==> config.mk <==
export PLATFORM = sky130hd
export DESIGN_NAME = ret_scan
export DESIGN_NICKNAME = d
export VERILOG_FILES = /design/src/rtl/ret_pkg.sv /design/src/rtl/ret_scan.sv
export SDC_FILE = /design/constraint.sdc
export NUM_CORES = 1
export LEC_CHECK = 0
export BUFFER_PORTS_ARGS = -buffer_cell sky130_fd_sc_hd__buf_2
export CAP_MARGIN = 20
export CORE_MARGIN = 4
export CORE_UTILIZATION = 54
export CTS_CLUSTER_DIAMETER = 60
export DETAILED_ROUTE_END_ITERATION = 16
export GPL_ROUTABILITY_DRIVEN = 0
export MAX_ROUTING_LAYER = met4
export PLACE_DENSITY_LB_ADDON = 0.15
export SYNTH_ARGS = -nofsm -noshare
export SYNTH_HDL_FRONTEND = slang
export SYNTH_SLANG_ARGS = --single-unit
==> constraint.sdc <==
create_clock -name i_clk -period 7.89 [get_ports i_clk]
set_input_delay 0.789 -clock i_clk [delete_from_list [all_inputs] [get_ports i_clk]]
set_output_delay 0.789 -clock i_clk [all_outputs]
set_load 0.01 [all_outputs]
==> src/rtl/ret_pkg.sv <==
// shared types, constants and codes for the ranked entry table
// no dependencies
`timescale 1ns / 1ps

package ret_pkg;

    localparam int CAPACITY = 256;
    localparam int ADDR_W   = $clog2(CAPACITY);

    localparam logic [1:0] CMD_ADD  = 2'd0;
    localparam logic [1:0] CMD_HARD = 2'd1;
    localparam logic [1:0] CMD_EASY = 2'd2;
    localparam logic [1:0] CMD_REM  = 2'd3;

    localparam logic [1:0] ST_OK       = 2'd0;
    localparam logic [1:0] ST_EMPTY    = 2'd1;
    localparam logic [1:0] ST_FULL     = 2'd2;
    localparam logic [1:0] ST_NOTFOUND = 2'd3;

    typedef struct packed {
        logic [1:0]  cmd;
        logic [15:0] problem_id;
        logic [7:0]  level;
    } t_in_item;

    typedef struct packed {
        logic [15:0] result_id;
        logic [1:0]  status;
    } t_out_item;

    typedef struct packed {
        logic [7:0]  level;
        logic [15:0] id;
    } t_entry;

    typedef struct packed {
        logic              wr_en;
        logic              set_vld;
        logic              clr_vld;
        logic [ADDR_W-1:0] addr;
        t_entry            data;
    } t_store_req;

    typedef struct packed {
        logic              seen;
        logic [15:0]       best_id;
        logic              hit;
        logic [ADDR_W-1:0] hit_idx;
        logic              free_ok;
        logic [ADDR_W-1:0] free_idx;
    } t_scan_res;

endpackage

==> src/rtl/ret_scan.sv <==
// shared compare unit that walks the table one slot per cycle
// tracks best rank key, identifier match and lowest free slot; depends on ret_pkg
`timescale 1ns / 1ps

module ret_scan import ret_pkg::*; (
    input  logic              i_clk,
    input  logic              i_rst_n,
    input  logic              i_start,
    input  logic [1:0]        i_cmd,
    input  logic [15:0]       i_key_id,
    input  logic              i_act,
    input  logic [ADDR_W-1:0] i_idx,
    input  logic              i_ent_vld,
    input  t_entry            i_ent,
    output t_scan_res         o_res
);

    logic              r_seen;
    logic [23:0]       r_best;
    logic              r_hit;
    logic [ADDR_W-1:0] r_hit_idx;
    logic              r_free_ok;
    logic [ADDR_W-1:0] r_free_idx;

    logic [23:0] key;
    logic [23:0] cmp_a;
    logic [23:0] cmp_b;
    logic        better;
    logic        id_eq;
    logic        is_query;

    assign key      = {i_ent.level, i_ent.id};
    assign cmp_a    = (i_cmd == CMD_HARD) ? key : r_best;
    assign cmp_b    = (i_cmd == CMD_HARD) ? r_best : key;
    assign better   = cmp_a > cmp_b;
    assign id_eq    = i_ent.id == i_key_id;
    assign is_query = (i_cmd == CMD_HARD) || (i_cmd == CMD_EASY);

    always_ff @(posedge i_clk) begin
        if (i_act && i_ent_vld && is_query && (!r_seen || better)) begin
            r_best <= key;
        end
        if (i_act && i_ent_vld && !is_query && id_eq && !r_hit) begin
            r_hit_idx <= i_idx;
        end
        if (i_act && !i_ent_vld && !r_free_ok) begin
            r_free_idx <= i_idx;
        end
    end

    always_ff @(posedge i_clk) begin
        if (!i_rst_n || i_start) begin
            r_seen    <= 1'b0;
            r_hit     <= 1'b0;
            r_free_ok <= 1'b0;
        end else if (i_act) begin
            if (i_ent_vld && is_query) begin
                r_seen <= 1'b1;
            end
            if (i_ent_vld && !is_query && id_eq) begin
                r_hit <= 1'b1;
            end
            if (!i_ent_vld) begin
                r_free_ok <= 1'b1;
            end
        end
    end

    assign o_res.seen     = r_seen;
    assign o_res.best_id  = r_best[15:0];
    assign o_res.hit      = r_hit;
    assign o_res.hit_idx  = r_hit_idx;
    assign o_res.free_ok  = r_free_ok;
    assign o_res.free_idx = r_free_idx;

endmodule

==> metrics.txt <==
status=completed; I/O pin count=90; critical path required time=between 7000 and 8000 ps; CTS Sinks=between 40 and 50; Die Width=approximately 77 um; asr flop ratio synth=0%; pwr dens=156.3 nW/um^2; skew final=10.08 ps; GRT overflow=0; Initial Utilization=just under 60%; Max VDD drop=around 0.00013 V; Worst setup EP type=register; cts bufs inserted=5; Post-Syn Area=around 2600 um^2; cell area after layout=between 3000 and 4000 um^2; slowest stage delay, CP=470 ps; Final #Nets=roughly 370; Core ar.=roughly 4500 um^2; CTS tree=yes; initial drt markers=104; Pins Over Slew Limit=0; Post-Syn Area per Cell=11.24 um^2; post-synth top area cell=edfxtp_1; fin crit period=a little under 3000 ps; Cells after Synth=roughly 230; Fin. Hold Viols=0; final setup fails=0; # resized after CTS=0; Layout area overhead=17.64%; dpl hpwl=between 4000 and 5000 um; Sum Neg Setup Slack=0 ps; Seq cells post-synth=between 40 and 50; vias in the first global route=~1900; placed cell areas=~3000 um^2; Mapped Nets=between 200 and 300; Rel. slew slack=a little over half; CP cell instances=buf_2, inv_1, ha_1, and2_1, o22ai_1, or4_1, a21oi_1, o311ai_1, o211ai_1, buf_4; via count=a little under 2000; std cell rows=24; share of cells above drive strength 1=roughly a third; CP Class=primary input to register; Worst Tran Pin Value=between 600 and 700 ps; DR DRC count=0; WL/cell=15.49 um; final wirelength=between 5000 and 6000 um; unrepaired setup endpoints after global routing=false; IO buf count=approximately 90; distinct cell type count after synthesis=45; Post-synth EDFFs=40; GRT Overall Usage=approximately a fifth; slowest stage cell, crit path=or4_1; crit start category=primary input; Crit Path Max Fanout=24; largest net degree at the start of global routing=25; clk root buf=clkbuf_8; Die ar.=5981 um^2; maxcap violations=0; Worst Setup SP=i_cmd[1]; HP Class=register to register; placed instance count=about 350; leak pwr=between 1 and 1.5 nW; period utilization=approximately 37%; n_diodes=0; clock slew at reported path FFs=about 80 ps; vias per inst=5.399; H-tree depth=2; Final ANT Viol Nets=0; share of the synthesized area in the top cell type=a little under half; data arrival at the endpoint of the critical path=2880 ps; hold buffers post-CTS=0; worst skew pair latency=just under 300 ps; clock tree buffer depth=2; initial antenna violation count=0; Detailed Routing Iterations Pass 1=4; Die Y=roughly 77 um; final std cells w/o fill=around 360; Ys Warns=0; RR Startpoint=r_best[14]; dominant cells by area after synthesis=edfxtp_1 (46%), xor2_1 (7.1%), maj3_1 (6.2%); sequential share of the synthesized area=roughly 49%; Fmax=~0.34 GHz; HP Start=r_hit; first-pass GRT wire length=about 9000 um; post-CTS setup buffers=0; ys flop type=edfxtp_1; worst hold slack=~460 ps
-- area by class of cell --
class	instances	area [um^2]
Fill cell	360	1450
Sequential cell	43	1261
Multi-Input combinational cell	149	1117
Timing Repair Buffer	91	457.9
Clock buffer	6	72.57
Inverter	18	67.56
Tap cell	52	65.06
Clock inverter	2	12.51
-- layout by cell type (no fill, tap or decap), types with 2 or more instances in the layout --
cell and count:
a211oi_1 3, nor4b_1 2, a2bb2oi_1 3, nor4_1 3, ha_1 2, nor2b_1 16
edfxtp_1 40, nand4b_1 2, dfxtp_1 3, a22oi_1 2, nor2_1 11, or4_1 2
nor3b_1 2, nor3_1 6, maj3_1 16, clkbuf_8 5, xor2_1 21, nand4_1 4
buf_2 90, inv_1 18, nand2b_1 11, o21ai_0 4, a21oi_1 4, xnor2_1 12
a2111oi_0 2, nand2_1 2
-- routing by layer --
layer | wire length, um | GRT usage, %
met1 | 2384 | 25.96
met5 | 0 | -
met2 | 2635 | 30.22
met3 | 486 | 4.630
met4 | 84 | 5.694
-- cells by family after synthesis --
| group | count (synthesis) | share of synthesized area [%] |
|---|---|---|
| compound gates | 29 | 8.146 |
| buf+inv | 39 | 8.386 |
| simple gates | 69 | 16.63 |
| xor+xnor | 33 | 11.13 |
| fa+ha+maj | 18 | 7.132 |
| flops | 43 | 48.58 |
-- synth_stat cells (all sizes together), types with 2 or more instances --
cell type,n
a2111oi,2
a21oi,4
nand2,2
nor4,3
nor3b,2
ha,2
nor4b,2
or4,3
nor2,11
nand2b,11
clkbuf,2
nand4,4
nand4b,3
a22oi,2
xnor2,12
maj3,16
inv,18
o21ai,4
buf,19
edfxtp,40
dfxtp,3
nor2b,16
a2bb2oi,3
nor3,6
xor2,21
a211oi,3
-- where the power goes --
group	leakage (nW)	internal [W]	switching, W
Clock	0.0412	0.0000619	0.0000733
Sequential	0.392	0.000258	0.00000491
Combinational	0.798	0.0000368	0.0000424
-- through the flow --
stage               util [%]  total power (W)  setup slack (ps)
detailed placement     65.92        0.0003477              4712
floorplan                  -        0.0003155              4448
finish                 67.81        0.0004773              4974
global route           67.81        0.0005023              4809
CTS                    67.81        0.0004800              4997
global placement       65.81        0.0003454              4767
-- worst paths after layout --
check,cells after the start,slack [ps],end
setup / recovery,10,4970,r_best[2]
hold / removal,2,460,r_hit
setup reg to reg,7,5440,r_best[2]
hold reg to reg,2,460,r_hit
-- worst max-delay path, delay by kind of cell --
kind / cells / cell delay, ps
compound gates: 4 / 520
fa+ha+maj: 1 / 210
buf+inv: 3 / 490
simple gates: 2 / 850
-- registers in the layout, summed over array words and instances (netlist names) --
register and cells:
r_best 24, r_hit 1, r_hit_idx 8, r_seen 1
r_free_ok 1, r_free_idx 8
Note: power is estimated with default switching activity, not from simulation.
